===== src/rtl/bia_pkg.sv =====
// ----------------------------------------------------------------------------
// bia_pkg
// Shared types for the bitmap identifier allocator: request and result beats,
// status codes and controller states.
// ----------------------------------------------------------------------------
package bia_pkg;

  // Width of an identifier on the ports; the usable capacity is clamped to 1 << ID_W.
  localparam int unsigned ID_W   = 8;
  localparam int unsigned WORD_W = 32;
  localparam int unsigned BIT_W  = 5;

  typedef enum logic {
    MODE_ALLOC = 1'b0,
    MODE_FREE  = 1'b1
  } mode_e;

  typedef enum logic [1:0] {
    STATUS_OK        = 2'd0,
    STATUS_NONE_FREE = 2'd1,
    STATUS_IGNORED   = 2'd2
  } status_e;

  typedef enum logic [1:0] {
    CTRL_IDLE,
    CTRL_SCAN,
    CTRL_FREE
  } ctrl_state_e;

  typedef struct packed {
    mode_e           mode;
    logic [ID_W-1:0] release_id;
  } req_t;

  typedef struct packed {
    logic [ID_W-1:0] granted_id;
    status_e         status;
  } rsp_t;

endpackage


===== src/rtl/bia_bitmap_mem.sv =====
// ----------------------------------------------------------------------------
// bia_bitmap_mem
// Bitmap word store: one write port, one read port with registered read data.
// Per-word valid bits stand in for the reset contents.
// ----------------------------------------------------------------------------
module bia_bitmap_mem #(
  parameter int unsigned WORD_COUNT = 8,
  parameter int unsigned ADDR_W     = 3
) (
  input  logic              clk_i,
  input  logic              rst_ni,
  input  logic              rd_en_i,
  input  logic [ADDR_W-1:0] rd_addr_i,
  output logic [31:0]       rd_data_o,
  input  logic              wr_en_i,
  input  logic [ADDR_W-1:0] wr_addr_i,
  input  logic [31:0]       wr_data_i
);
  import bia_pkg::*;

  logic [WORD_W-1:0]     mem_q [WORD_COUNT];
  logic [WORD_COUNT-1:0] valid_q;
  logic [WORD_W-1:0]     rd_data_q;
  logic                  rd_valid_q;
  logic                  rd_first_q;

  always_ff @(posedge clk_i) begin
    if (wr_en_i) begin
      mem_q[wr_addr_i] <= wr_data_i;
    end
    if (rd_en_i) begin
      rd_data_q <= mem_q[rd_addr_i];
    end
  end

  always_ff @(posedge clk_i or negedge rst_ni) begin
    if (!rst_ni) begin
      valid_q    <= '0;
      rd_valid_q <= 1'b0;
      rd_first_q <= 1'b0;
    end else begin
      if (wr_en_i) begin
        valid_q[wr_addr_i] <= 1'b1;
      end
      if (rd_en_i) begin
        rd_valid_q <= valid_q[rd_addr_i];
        rd_first_q <= (rd_addr_i == '0);
      end
    end
  end

  // A word never written reads as its reset value: word 0 holds the
  // reserved identifier 0, all other words are clear.
  assign rd_data_o = rd_valid_q ? rd_data_q : {{(WORD_W-1){1'b0}}, rd_first_q};

endmodule


===== src/rtl/bia_ctrl.sv =====
// ----------------------------------------------------------------------------
// bia_ctrl
// Allocation controller: scans bitmap words one per cycle for the lowest
// clear bit, or clears one bit on a free, and writes the word back.
// ----------------------------------------------------------------------------
module bia_ctrl #(
  parameter int unsigned WORD_COUNT = 8,
  parameter int unsigned ADDR_W     = 3,
  parameter int unsigned ID_LIMIT   = 256
) (
  input  logic               clk_i,
  input  logic               rst_ni,
  input  logic               start,
  output logic               busy,
  input  bia_pkg::req_t      req_i,
  output logic               done_o,
  output bia_pkg::rsp_t      result_o,
  output logic               rd_en_o,
  output logic [ADDR_W-1:0]  rd_addr_o,
  input  logic [31:0]        rd_data_i,
  output logic               wr_en_o,
  output logic [ADDR_W-1:0]  wr_addr_o,
  output logic [31:0]        wr_data_o
);
  import bia_pkg::*;

  localparam int unsigned TAIL = ID_LIMIT - (WORD_COUNT - 1) * WORD_W;
  // Bits of the last word at or above the capacity count as used.
  localparam logic [WORD_W-1:0] LAST_MASK = {WORD_W{1'b1}} << TAIL;
  localparam logic [ADDR_W-1:0] LAST_WORD = ADDR_W'(WORD_COUNT - 1);

  ctrl_state_e       state_q, state_d;
  logic [ADDR_W-1:0] ptr_q, ptr_d;
  logic [BIT_W-1:0]  bit_q, bit_d;
  logic              done_q, done_d;
  rsp_t              rsp_q, rsp_d;

  logic [WORD_W-1:0] eff_word;
  logic              zero_found;
  logic [BIT_W-1:0]  zero_idx;
  logic              rid_ok;

  always_comb begin
    eff_word   = rd_data_i | ((ptr_q == LAST_WORD) ? LAST_MASK : '0);
    zero_found = 1'b0;
    zero_idx   = '0;
    for (int i = WORD_W - 1; i >= 0; i--) begin
      if (!eff_word[i]) begin
        zero_found = 1'b1;
        zero_idx   = BIT_W'(i);
      end
    end
  end

  assign rid_ok = (req_i.release_id != '0) &&
                  ({1'b0, req_i.release_id} < (ID_W + 1)'(ID_LIMIT));

  always_ff @(posedge clk_i or negedge rst_ni) begin
    if (!rst_ni) begin
      state_q <= CTRL_IDLE;
      done_q  <= 1'b0;
    end else begin
      state_q <= state_d;
      done_q  <= done_d;
    end
  end

  always_ff @(posedge clk_i) begin
    ptr_q <= ptr_d;
    bit_q <= bit_d;
    rsp_q <= rsp_d;
  end

  always_comb begin
    state_d   = state_q;
    ptr_d     = ptr_q;
    bit_d     = bit_q;
    done_d    = 1'b0;
    rsp_d     = rsp_q;
    rd_en_o   = 1'b0;
    rd_addr_o = ptr_q;
    wr_en_o   = 1'b0;
    wr_addr_o = ptr_q;
    wr_data_o = rd_data_i;
    case (state_q)
      CTRL_IDLE: begin
        if (start) begin
          if (req_i.mode == MODE_ALLOC) begin
            rd_en_o   = 1'b1;
            rd_addr_o = '0;
            ptr_d     = '0;
            state_d   = CTRL_SCAN;
          end else if (rid_ok) begin
            rd_en_o   = 1'b1;
            rd_addr_o = ADDR_W'(req_i.release_id >> BIT_W);
            ptr_d     = ADDR_W'(req_i.release_id >> BIT_W);
            bit_d     = req_i.release_id[BIT_W-1:0];
            state_d   = CTRL_FREE;
          end else begin
            done_d           = 1'b1;
            rsp_d.granted_id = '0;
            rsp_d.status     = STATUS_IGNORED;
          end
        end
      end
      CTRL_SCAN: begin
        if (zero_found) begin
          wr_en_o          = 1'b1;
          wr_data_o        = rd_data_i | (WORD_W'(1) << zero_idx);
          done_d           = 1'b1;
          rsp_d.granted_id = ID_W'({ptr_q, zero_idx});
          rsp_d.status     = STATUS_OK;
          state_d          = CTRL_IDLE;
        end else if (ptr_q == LAST_WORD) begin
          done_d           = 1'b1;
          rsp_d.granted_id = '0;
          rsp_d.status     = STATUS_NONE_FREE;
          state_d          = CTRL_IDLE;
        end else begin
          rd_en_o   = 1'b1;
          rd_addr_o = ADDR_W'(ptr_q + 1'b1);
          ptr_d     = ADDR_W'(ptr_q + 1'b1);
        end
      end
      CTRL_FREE: begin
        wr_en_o          = 1'b1;
        wr_data_o        = rd_data_i & ~(WORD_W'(1) << bit_q);
        done_d           = 1'b1;
        rsp_d.granted_id = '0;
        rsp_d.status     = STATUS_OK;
        state_d          = CTRL_IDLE;
      end
      default: begin
        state_d = CTRL_IDLE;
      end
    endcase
  end

  assign busy     = (state_q != CTRL_IDLE);
  assign done_o   = done_q;
  assign result_o = rsp_q;

endmodule


===== src/rtl/bitmap_id_allocator.sv =====
// ----------------------------------------------------------------------------
// bitmap_id_allocator
// Lowest-free identifier allocator over a bitmap of used identifiers kept in
// 32-bit words of a small synchronous memory.
// ----------------------------------------------------------------------------
//
//   Channel   Ports                        Beat taken when
//   --------  ---------------------------  ---------------------------------
//   request   start, busy, req_i           start high and busy low at clk_i
//   result    done_o, result_o             done_o high, for that one cycle
//
// A free of an identifier in range reads its word, then clears the bit and
// writes the word back. An allocate scans the bitmap, reading one bitmap
// word per cycle from the single read port until a word with a clear bit
// turns up or the last word has been read. An ignored free does not raise
// busy. The result shows in the cycle after the last edge of its work,
// which is also the first cycle with busy low. After reset the bitmap reads
// as empty apart from identifier 0; no clearing pass is needed. The receiver
// cannot stall results.
//
module bitmap_id_allocator #(
  parameter int unsigned ID_COUNT = 256
) (
  input  logic          clk_i,
  input  logic          rst_ni,
  input  logic          start,
  output logic          busy,
  input  bia_pkg::req_t req_i,
  output logic          done_o,
  output bia_pkg::rsp_t result_o
);
  import bia_pkg::*;

  // Identifiers are 8 bits wide, so capacity is clamped to 256.
  localparam int unsigned ID_LIMIT   = (ID_COUNT < (1 << ID_W)) ? ID_COUNT : (1 << ID_W);
  localparam int unsigned WORD_COUNT = (ID_LIMIT + WORD_W - 1) / WORD_W;
  localparam int unsigned ADDR_W     = (WORD_COUNT > 1) ? $clog2(WORD_COUNT) : 1;

  logic              rd_en;
  logic [ADDR_W-1:0] rd_addr;
  logic [31:0]       rd_data;
  logic              wr_en;
  logic [ADDR_W-1:0] wr_addr;
  logic [31:0]       wr_data;

  // Items are handled one at a time and each write lands before the next
  // read is issued, so the read-modify-write needs no forwarding path.
  bia_ctrl #(
    .WORD_COUNT (WORD_COUNT),
    .ADDR_W     (ADDR_W),
    .ID_LIMIT   (ID_LIMIT)
  ) u_ctrl (
    .clk_i     (clk_i),
    .rst_ni    (rst_ni),
    .start     (start),
    .busy      (busy),
    .req_i     (req_i),
    .done_o    (done_o),
    .result_o  (result_o),
    .rd_en_o   (rd_en),
    .rd_addr_o (rd_addr),
    .rd_data_i (rd_data),
    .wr_en_o   (wr_en),
    .wr_addr_o (wr_addr),
    .wr_data_o (wr_data)
  );

  bia_bitmap_mem #(
    .WORD_COUNT (WORD_COUNT),
    .ADDR_W     (ADDR_W)
  ) u_mem (
    .clk_i     (clk_i),
    .rst_ni    (rst_ni),
    .rd_en_i   (rd_en),
    .rd_addr_i (rd_addr),
    .rd_data_o (rd_data),
    .wr_en_i   (wr_en),
    .wr_addr_i (wr_addr),
    .wr_data_i (wr_data)
  );

`ifndef NO_ASSERTIONS
  // A result beat is only presented once the work on its item is over.
  a_done_not_busy: assert property (@(posedge clk_i) disable iff (!rst_ni)
    done_o |-> !busy)
    else $error("result beat while still busy");

  // Every item that raised busy produces its result beat as busy falls.
  a_fall_gives_done: assert property (@(posedge clk_i) disable iff (!rst_ni)
    $fell(busy) |-> done_o)
    else $error("busy dropped without a result beat");

  // A failed or ignored request hands out identifier 0.
  a_zero_id_on_fail: assert property (@(posedge clk_i) disable iff (!rst_ni)
    (done_o && (result_o.status == STATUS_NONE_FREE ||
                result_o.status == STATUS_IGNORED)) |-> (result_o.granted_id == '0))
    else $error("nonzero identifier on a failed request");

  // Freeing the reserved identifier is rejected in the next cycle.
  a_free_zero_ignored: assert property (@(posedge clk_i) disable iff (!rst_ni)
    (start && !busy && req_i.mode == MODE_FREE && req_i.release_id == '0) |=>
      (done_o && result_o.status == STATUS_IGNORED))
    else $error("free of identifier 0 not ignored");
`endif

endmodule

===== config.mk =====
export PLATFORM = sky130hd
export DESIGN_NAME = bitmap_id_allocator
export DESIGN_NICKNAME = d
export VERILOG_FILES = /design/src/rtl/bia_pkg.sv /design/src/rtl/bia_bitmap_mem.sv /design/src/rtl/bia_ctrl.sv /design/src/rtl/bitmap_id_allocator.sv
export SDC_FILE = /design/constraint.sdc
export NUM_CORES = 1
export LEC_CHECK = 0
export BUFFER_PORTS_ARGS = -buffer_cell sky130_fd_sc_hd__buf_4
export CORE_ASPECT_RATIO = 1.2
export CORE_MARGIN = 10
export CORE_UTILIZATION = 35
export CTS_BUF_LIST = sky130_fd_sc_hd__clkbuf_4
export CTS_CLUSTER_DIAMETER = 60
export CTS_CLUSTER_SIZE = 25
export DETAILED_ROUTE_END_ITERATION = 7
export PLACE_DENSITY = 0.51
export SLEW_MARGIN = 20
export SYNTH_ARGS = -nofsm -noshare
export SYNTH_HDL_FRONTEND = slang
export SYNTH_SLANG_ARGS = --single-unit

===== constraint.sdc =====
create_clock -name clk_i -period 4.2 [get_ports clk_i]
set_input_delay 0.42 -clock clk_i [delete_from_list [all_inputs] [get_ports clk_i]]
set_output_delay 0.42 -clock clk_i [all_outputs]
set_load 0.05 [all_outputs]

==> results of run 1 <==
## power groups by stage
stage	Sequential [W]	Combinational, W	Clock, W
floorplan	0.00517	0.00360	0
global placement	0.00510	0.00568	0
detailed placement	0.00510	0.00570	0
CTS	0.00503	0.00573	0.00160
global route	0.00510	0.00621	0.00171
finish	0.00504	0.00568	0.00155
## logic make-up after synthesis
logic type / after synthesis / synth area share
compound gates: 181 / 0.0908
flops: 319 / 0.703
buf+inv: 65 / 0.0207
mux: 102 / 0.0826
fa+ha+maj: 5 / 0.00464
simple gates: 289 / 0.0972
xor+xnor: 1 / 0.000650
## sequential cells by signal (all words and copies together) (netlist names)
| signal | flops |
|---|---|
| u_ctrl.bit_q | 5 |
| u_ctrl.done_o | 1 |
| u_ctrl.result_o | 10 |
| u_ctrl.state_q | 2 |
| u_ctrl.wr_addr_o | 3 |
| u_mem.mem_q | 256 |
| u_mem.rd_data_q | 32 |
| u_mem.rd_first_q | 1 |
| u_mem.rd_valid_q | 1 |
| u_mem.valid_q | 8 |
## repair_timing
item,CTS,global route
resized for setup,0,0
hold endpoints to repair,20,0
hold buffers,9,0
## layer usage
metal	global-route usage	wire, µm	vias up
met5	0	0	-
met4	0.0406	747	0
met3	0.0161	1470	47
met2	0.243	17100	221
met1	0.195	15300	4159
li1	-	-	3791
## stage by stage
step	util	area [µm²]	hold WS, ns	cells
floorplan	-	13500	0.124	962
global placement	0.382	14500	0.298	1466
detailed placement	0.382	14500	0.294	1466
CTS	0.395	15000	0.0354	1514
global route	0.395	15000	0.0895	1515
finish	0.395	15000	0.101	1515
## cell usage in the layout (no fill, tap or decap), drive strengths merged, types with 5 or more instances in the layout
cell	netlist	routed
dfrtp	13	13
o22ai	34	34
edfxtp	303	303
nand3	41	41
dlygate4sd3	0	9
inv	18	29
and3	6	6
nand2b	7	7
mux2	64	64
ha	5	5
buf	12	71
nand2	126	126
mux2i	37	37
or3	6	6
nor2	61	61
clkbuf	35	23
o21ai	71	71
a21oi	11	11
or2	12	12
nor3	5	5
a32o	32	32
## worst max path at each step
stage	to	slack, ns	cells past startpoint
final	u_mem.rd_data_q[11]	0.23	11
after global routing	u_mem.rd_data_q[19]	0.07	10
after CTS	u_mem.rd_data_q[11]	0.28	11
after detailed placement	u_mem.rd_data_q[11]	0.30	11
after global placement	u_mem.rd_data_q[11]	0.35	11
after floorplan	u_mem.mem_q[1][0]	0.23	6
## final cells by class
cell class	instances	area share
inverter	18	0.00484
multi-input combinational	578	0.253
antenna	1	0.000167
sequential	319	0.633
tap	480	0.0401
clock inverter	16	0.0141
clock buffer	23	0.0115
timing repair buffer	80	0.0441
## critical path, delay by kind of cell, from the launching register on
kind	cells	cell delay, ns
DFF	1	0.49
and+or+nand+nor	5	1.80
xor gates and xnor gates	1	0.19
buffers and inverters	3	0.95
AOI/OAI and AO/OA	2	0.26
==> flow_metrics.env, run 1 <==
export IMPL_ctsLongestPathBuffers=3
export IMPL_drv_slew=0
export IMPL_die_area_um2=46800
export IMPL_power_frac_comb=0.463
export IMPL_cts_made_buffers=22
export IMPL_setup_viol_count_final=0
export IMPL_max_stage_delay_ns=0.62
export IMPL_pre_cts_slack_ns=0.302
export IMPL_min_period_ns=3.97
export IMPL_start_util=0.355
export IMPL_clock_sinks=319
export IMPL_antenna_found_initial=1
export IMPL_synth_area_um2=13500
export IMPL_cp_slowest_cell="nor4_1"
export IMPL_relSlewSlack=0.277
export IMPL_core_area_um2=38000
export IMPL_crit_required_ns=4.72
export IMPL_grt_pass1_wl_um=51900
export IMPL_grt_setup_unrepaired="false"
export IMPL_clkPwrFrac=0.126
export IMPL_synth_seq_cells=319
export IMPL_wl_um=34600
export IMPL_synth_ff_type="edfxtp_1"
export IMPL_power_w=0.0123
export IMPL_synth_edf_count=303
export IMPL_synthDistinctLibCells=59
export IMPL_die_h_um=235
export IMPL_std_cell_rows=78
export IMPL_syn_to_final_growth_pct=11.2
export IMPL_grt_max_degree=49
export IMPL_drc=0
export IMPL_path_cells="buf_4 > and3_1 > nand3_1 > nor4_1 > xnor2_1 > a221oi_1 > buf_4 > nor2_4 > buf_4 > a32o_1 > nor2_1"
export IMPL_routabilityCongestion=0.847
export IMPL_p_seq_frac=0.410
export IMPL_dr_pass1_iters=8
export IMPL_finalCritPeriodShare=0.946
export IMPL_start_kind="flip-flop"
export IMPL_power_density_nw_per_um2=819
export IMPL_whs_path_depth=4
export IMPL_tritoncts="yes"
export IMPL_cp_max_fo=35
export IMPL_finalWorstSetupSlack_ns=0.227
export IMPL_layout_area_seq_um2=9480
export IMPL_avgSynthCellArea_um2=14.0
export IMPL_worstHoldStart="start"
export IMPL_wire_per_inst_um=22.8
export IMPL_htree_num_levels=1
export IMPL_rr_endpoint="u_mem.rd_data_q[11]"
export IMPL_fillers=3499
export IMPL_p_int_w=0.00716
export IMPL_yosysMostFrequentCell="edfxtp_1"
export IMPL_dp_hpwl_um=20900
export IMPL_final_nets=1036
export IMPL_switching_share=0.417
export IMPL_critPathCaptureType="flip-flop"
export IMPL_min_to="u_ctrl.state_q[0]"
export IMPL_clockRootBuffer="clkbuf_4"
export IMPL_reg2reg_slack_ns=0.23
export IMPL_crit_start="u_mem.rd_valid_q"
export IMPL_synth_fp_nets=979
export IMPL_antenna_left=0
export IMPL_cpMostUsedCell="buf_4"
export IMPL_postCtsSetupRepairBufs=0
export IMPL_drt_vias_per_instance=5.42
export IMPL_yosys_warnings=0
export IMPL_grt_use_total=0.146
export IMPL_yosysTopAreaCell="edfxtp_1"
export IMPL_via_count=8218
export IMPL_die_w_um=199
export IMPL_yosysSeqAreaShare=0.703
export IMPL_multiInputGateArea_um2=3790
export IMPL_tightestPinTransition_ns=1.07
export IMPL_p_leak_nw=4.92
export IMPL_tns_ns=0
export IMPL_synth_area_top_cells="edfxtp_1, nand2_1, mux2_2, mux2i_1, o21ai_0"
export IMPL_power_switching_w=0.00512
export IMPL_clk_latency_ns=0.77
export IMPL_fin_skew_ns=0.0433
export IMPL_drive_above_1_share=0.173
export IMPL_io_pins=24
export IMPL_clkTransAtPathRegs_ns=0.21
export IMPL_synthCells=962
export IMPL_synth_top_area_share=0.675
export IMPL_synth_commonest_cells="edfxtp_1, nand2_1, o21ai_0"
export IMPL_port_buffers=23
export IMPL_grt_overflow=0
export IMPL_hold_path_class="in2reg"
export IMPL_crit_arrival_ns=4.50
export IMPL_timing_fmax_ghz=0.252
export IMPL_r2r_start="u_mem.rd_valid_q"
export IMPL_drt_iter0_drc=635
export IMPL_synthArstFlopShare=0.0408
export IMPL_status="complete, no violations"
export IMPL_drv_cap=0
export IMPL_reg2reg_depth=11
export IMPL_hold_viol=0
export IMPL_peakVddDrop_v=0.000576
export IMPL_path_class="reg2reg"
export IMPL_grt_pass1_vias=8173
Power figures use the tool's default switching activity.
==> inputs of run 2 (changes only) <==
Settings changed: CORE_UTILIZATION 35 to 59, PLACE_DENSITY 0.51 to 0.79.
==> run 2 against run 1 <==
Flip-flop and latch count is the same. Clock skew shrank 0.0076 ns. Cell count shrank 15%. Routed wire length shrank 13%. Sequential share of layout area grew 2.2 points. Critical path depth shrank 2. Critical path type unchanged.
==> flow_metrics.env, run 2 (synthesis gave the netlist of run 1 again) <==
export IMPL_std_cell_rows=60
export IMPL_hold_path_class="in2reg"
export IMPL_ctsLongestPathBuffers=3
export IMPL_critPathCaptureType="flip-flop"
export IMPL_dp_cells=1256
export IMPL_routabilityCongestion=0.997
export IMPL_grt_use_total=0.204
export IMPL_ctsResizeCount=0
export IMPL_cp_max_fo=34
export IMPL_clock_sinks=319
export IMPL_reg2reg_slack_ns=0.36
export IMPL_routed_wl_met2_um=14700
export IMPL_timing_fmax_ghz=0.260
export IMPL_finalWorstSetupSlack_ns=0.356
export IMPL_drc=0
export IMPL_hold_viol=0
export IMPL_drt_vias_per_instance=6.47
export IMPL_wl_um=29900
export IMPL_drt_iter0_drc=983
export IMPL_pre_cts_slack_ns=0.425
export IMPL_clkTransAtPathRegs_ns=0.21
export IMPL_dp_hpwl_um=18600
export IMPL_path_class="reg2reg"
export IMPL_dr_pass1_iters=6
export IMPL_reg2reg_depth=9
export IMPL_finalCritPeriodShare=0.915
export IMPL_p_leak_nw=4.80
export IMPL_clockRootBuffer="clkbuf_4"
export IMPL_grt_pass1_wl_um=46200
export IMPL_routed_top_layer="met4"
export IMPL_grt_setup_unrepaired="false"
export IMPL_tritoncts="yes"
export IMPL_crit_arrival_ns=4.45
export IMPL_relSlewSlack=0.352
export IMPL_port_buffers=23
export IMPL_cts_made_buffers=18
export IMPL_fin_cells=1289
export IMPL_min_period_ns=3.84
export IMPL_syn_to_final_growth_pct=7.51
export IMPL_postLayoutCellArea_um2=14500
export IMPL_final_common_cell="edfxtp_1"
export IMPL_met3WireLength_um=2410
export IMPL_power_density_nw_per_um2=813
export IMPL_core_area_um2=22400
export IMPL_grt_overflow=0
export IMPL_start_util=0.601
export IMPL_largest_reg_flops=256
export IMPL_final_nets=1020
export IMPL_r2r_start="u_mem.rd_valid_q"
export IMPL_io_pins=24
export IMPL_whs_path_depth=3
export IMPL_antenna_left=0
export IMPL_via_count=8337
export IMPL_grt_pass1_vias=8159
export IMPL_fillers=1598
export IMPL_tightestPinTransition_ns=0.962
export IMPL_setup_viol_count_final=0
export IMPL_crit_required_ns=4.81
export IMPL_die_w_um=158
export IMPL_start_kind="flip-flop"
export IMPL_drv_slew=0
export IMPL_peakVddDrop_v=0.000473
export IMPL_die_area_um2=29300
export IMPL_rr_endpoint="u_mem.rd_valid_q"
export IMPL_fin_skew_ns=0.0357
export IMPL_postCtsSetupRepairBufs=0
export IMPL_clk_latency_ns=0.70
export IMPL_worstHoldStart="req_i[8]"
export IMPL_drive_above_1_share=0.155
export IMPL_min_to="u_ctrl.state_q[1]"
export IMPL_wire_per_inst_um=23.2
export IMPL_final_cell_mix="edfxtp_1, nand2_1, o21ai_0, buf_4, nor2_1"
export IMPL_grt_max_degree=40
export IMPL_drv_cap=0
export IMPL_place_area_um2=14200
export IMPL_antenna_found_initial=1
export IMPL_htree_num_levels=1
export IMPL_utilization=0.646
export IMPL_tns_ns=0
export IMPL_largest_register="u_mem.mem_q"
export IMPL_met1_length_um=11900
export IMPL_die_h_um=186
export IMPL_status="complete, no violations"
[run 2: cell types whose count changed in the layout (fill, tap and decap cells not counted), moves of 3 or more]
| cell | before | now |
|---|---|---|
| inv_12 | 3 | 0 |
| clkbuf_4 | 23 | 19 |
| inv_6 | 5 | 2 |
| inv_8 | 3 | 0 |
| dlygate4sd3_1 | 9 | 6 |
| buf_4 | 68 | 60 |
[run 2: worst max-delay path, cell delays in order, from the launching register on]
cell and delay (ns):
dfrtp_1 0.45, nand3_1 0.14, or4_1 0.68, or4_4 0.60
and2_4 0.20, o311ai_4 0.34, buf_4 0.51, mux4_2 0.38
and3_1 0.20, a221o_1 0.26
[run 2: final cells by class]
type / count / area [µm²] / area share
Tap cell: 279 / 349 / 0.0241
Clock inverter: 7 / 119 / 0.00820
Timing Repair Buffer: 68 / 551 / 0.0380
Clock buffer: 19 / 143 / 0.00984
Inverter: 18 / 70.1 / 0.00483
Multi-Input combinational cell: 578 / 3780 / 0.261
Antenna cell: 1 / 2.50 / 0.000173
Sequential cell: 319 / 9480 / 0.654
[run 2: how the worst max path moves through the flow]
stage                       start                end  slack [ns]
5_1_grt        u_mem.rd_data_q[3]   u_mem.rd_valid_q        0.26
2_1_floorplan   u_ctrl.state_q[1]  u_mem.mem_q[1][0]        0.23
4_1_cts          u_mem.rd_valid_q   u_mem.rd_valid_q        0.41
3_5_place_dp     u_mem.rd_valid_q   u_mem.rd_valid_q        0.42
3_3_place_gp     u_mem.rd_valid_q   u_mem.rd_valid_q        0.50
6_report         u_mem.rd_valid_q   u_mem.rd_valid_q        0.36
[run 2: what timing repair did]
item / in CTS / in global routing
setup endpoints to repair: 0 / 0
hold endpoints to repair: 18 / 0
hold buffers: 6 / 0
[run 2: stage by stage]
stage / total power [W] / hold WS (ns)
after floorplan: 0.00877 / 0.124
after global placement: 0.0104 / 0.277
after detailed placement: 0.0105 / 0.276
after CTS: 0.0118 / 0.0521
after global routing: 0.0125 / 0.0651
final: 0.0118 / 0.0685
[run 2: report_power, final]
| group | internal (W) | leakage [nW] | switching (W) |
|---|---|---|---|
| sequential | 0.00470 | 2.98 | 0.000335 |
| clock | 0.000369 | 0.145 | 0.000898 |
| combinational | 0.00196 | 1.68 | 0.00353 |
[run 2: per-layer routing]
layer | GRT usage | up-vias
met2 | 0.337 | 430
met3 | 0.0279 | 73
met5 | 0 | -
met4 | 0.0813 | 0
li1 | - | 3764
met1 | 0.268 | 4070
==> inputs of run 3 (changes only) <==
Settings changed: CORE_UTILIZATION 59 to 60, PLACE_DENSITY 0.79 to 0.77.
Clock period 4.2 ns to 3.9 ns, I/O delays scaled along.
==> run 3 against run 2 <==
Non-clock buffer count is 13 higher. Worst setup slack worse by 0.16 ns. Critical path depth is 1 higher. Clock skew is 0.015 ns higher. Clock power hardly changed. Sequential share of layout area is 0.64 points lower. Combinational power is 10% higher. Critical path type unchanged. First-iteration DRC count is 12% lower.
==> flow_metrics.env, run 3 (synthesis gave the netlist of run 1 again) <==
export IMPL_io_pins=24
export IMPL_grt_setup_unrepaired="false"
export IMPL_start_kind="flip-flop"
export IMPL_wire_per_inst_um=23.5
export IMPL_wl_um=30600
export IMPL_antenna_left=0
export IMPL_core_area_um2=22300
export IMPL_grt_max_degree=35
export IMPL_status="complete, no violations"
export IMPL_grt_overflow=0
export IMPL_routabilityCongestion=0.949
export IMPL_htree_num_levels=1
export IMPL_fillers=1554
export IMPL_dp_hpwl_um=19600
export IMPL_antenna_found_initial=1
export IMPL_cp_max_fo=8
export IMPL_holdWs_ns=0.0499
export IMPL_power_density_nw_per_um2=874
export IMPL_cts_made_buffers=19
export IMPL_via_count=8398
export IMPL_final_nets=1034
export IMPL_hold_viol=0
export IMPL_largest_reg_flops=256
export IMPL_hold_path_class="in2async"
export IMPL_drt_vias_per_instance=6.44
export IMPL_crit_required_ns=4.50
export IMPL_clkTransAtPathRegs_ns=0.22
export IMPL_postLayoutCellArea_um2=14600
export IMPL_tightestPinTransition_ns=0.971
export IMPL_ctsLongestPathBuffers=3
export IMPL_die_area_um2=28900
export IMPL_fin_cells=1304
export IMPL_start_util=0.605
export IMPL_crit_arrival_ns=4.30
export IMPL_final_cell_mix="edfxtp_1, nand2_1, o21ai_0, buf_4, nor2_1"
export IMPL_timing_fmax_ghz=0.270
export IMPL_drive_above_1_share=0.165
export IMPL_largest_register="u_mem.mem_q"
export IMPL_relSlewSlack=0.345
export IMPL_syn_to_final_growth_pct=8.57
export IMPL_p_leak_nw=4.87
export IMPL_tns_ns=0
export IMPL_clockRootBuffer="clkbuf_4"
export IMPL_tritoncts="yes"
export IMPL_dr_pass1_iters=6
export IMPL_grt_pass1_wl_um=47200
export IMPL_die_w_um=157
export IMPL_drv_cap=0
export IMPL_reg2reg_depth=10
export IMPL_grt_use_total=0.212
export IMPL_drt_iter0_drc=867
export IMPL_min_period_ns=3.71
export IMPL_grt_pass1_vias=8270
export IMPL_fin_skew_ns=0.0504
export IMPL_port_buffers=23
export IMPL_peakVddDrop_v=0.000611
export IMPL_clock_sinks=319
export IMPL_dp_cells=1268
export IMPL_path_class="reg2reg"
export IMPL_clk_latency_ns=0.70
export IMPL_drv_slew=0
export IMPL_finalCritPeriodShare=0.951
export IMPL_drc=0
export IMPL_setup_viol_count_final=0
export IMPL_critPathCaptureType="flip-flop"
export IMPL_place_area_um2=14300
export IMPL_std_cell_rows=60
export IMPL_final_common_cell="edfxtp_1"
export IMPL_die_h_um=184
-- run 3: changes by cell type in the layout (fill, tap and decap cells not counted), sizes merged --
| cell | change |
|---|---|
| clkinv | +3 |
| bufinv | -2 |
| inv | +1 |
| buf | +13 |
-- run 3: path summary, 6_finish.rpt --
check / slack [ns] / start / to
min: 0.05 / rst_ni / u_mem.valid_q[1]
min in group clk_i: 0.06 / req_i[8] / u_ctrl.state_q[1]
max reg2reg: 0.19 / u_mem.rd_data_q[3] / u_mem.rd_valid_q
min reg2reg: 0.50 / u_mem.valid_q[5] / u_mem.valid_q[5]
max in group asynchronous: 3.66 / rst_ni / u_ctrl.state_q[0]
max: 0.19 / u_mem.rd_data_q[3] / u_mem.rd_valid_q
-- run 3: repair_timing --
action,4_1_cts,5_1_grt
hold endpoints to repair,18,0
buffers inserted,0,0
gates resized for setup,0,0
hold buffers,6,0
-- run 3: layer usage --
metal	track usage	part of all wire	up-vias	wire [µm]
met2	0.365	0.50	396	15500
met3	0.0252	0.075	75	2290
li1	-	-	3788	-
met4	0.0926	0.039	0	1210
met1	0.265	0.38	4139	11700
met5	0	0	-	0
-- run 3: stage by stage --
step | worst slack (ns) | total power (W) | utilization
floorplan | 0.494 | 0.00944 | -
global placement | 0.299 | 0.0114 | 0.642
detailed placement | 0.250 | 0.0115 | 0.642
CTS | 0.215 | 0.0128 | 0.656
global route | 0.0377 | 0.0135 | 0.657
finish | 0.192 | 0.0128 | 0.657
-- run 3: final cells by class --
| class | count | area [µm²] | share of cell area |
|---|---|---|---|
| flip-flops and latches | 319 | 9480 | 0.648 |
| multi-input cells | 578 | 3790 | 0.259 |
| repair buffers | 81 | 701 | 0.0479 |
| well taps | 279 | 349 | 0.0238 |
| clock buffers | 19 | 143 | 0.00974 |
| clock inverters | 9 | 100 | 0.00684 |
| inverters | 18 | 70.1 | 0.00479 |
| diodes | 1 | 2.50 | 0.000171 |
-- run 3: report_power, final --
group	internal, W	total (W)	switching (W)	leakage (nW)
sequential	0.00506	0.00545	0.000388	2.98
clock	0.000288	0.00129	0.00101	0.135
combinational	0.00226	0.00605	0.00379	1.76
total	0.00760	0.0128	0.00519	4.87
-- run 3: worst max-delay path, stage by stage (launching register included) --
cell	delay [ns]
edfxtp_1	0.45
nand3_1	0.16
or4_1	0.68
nor4_1	0.38
buf_4	0.19
xnor2_1	0.06
a221oi_1	0.50
buf_4	0.23
mux4_2	0.48
and3_1	0.21
a221o_1	0.26
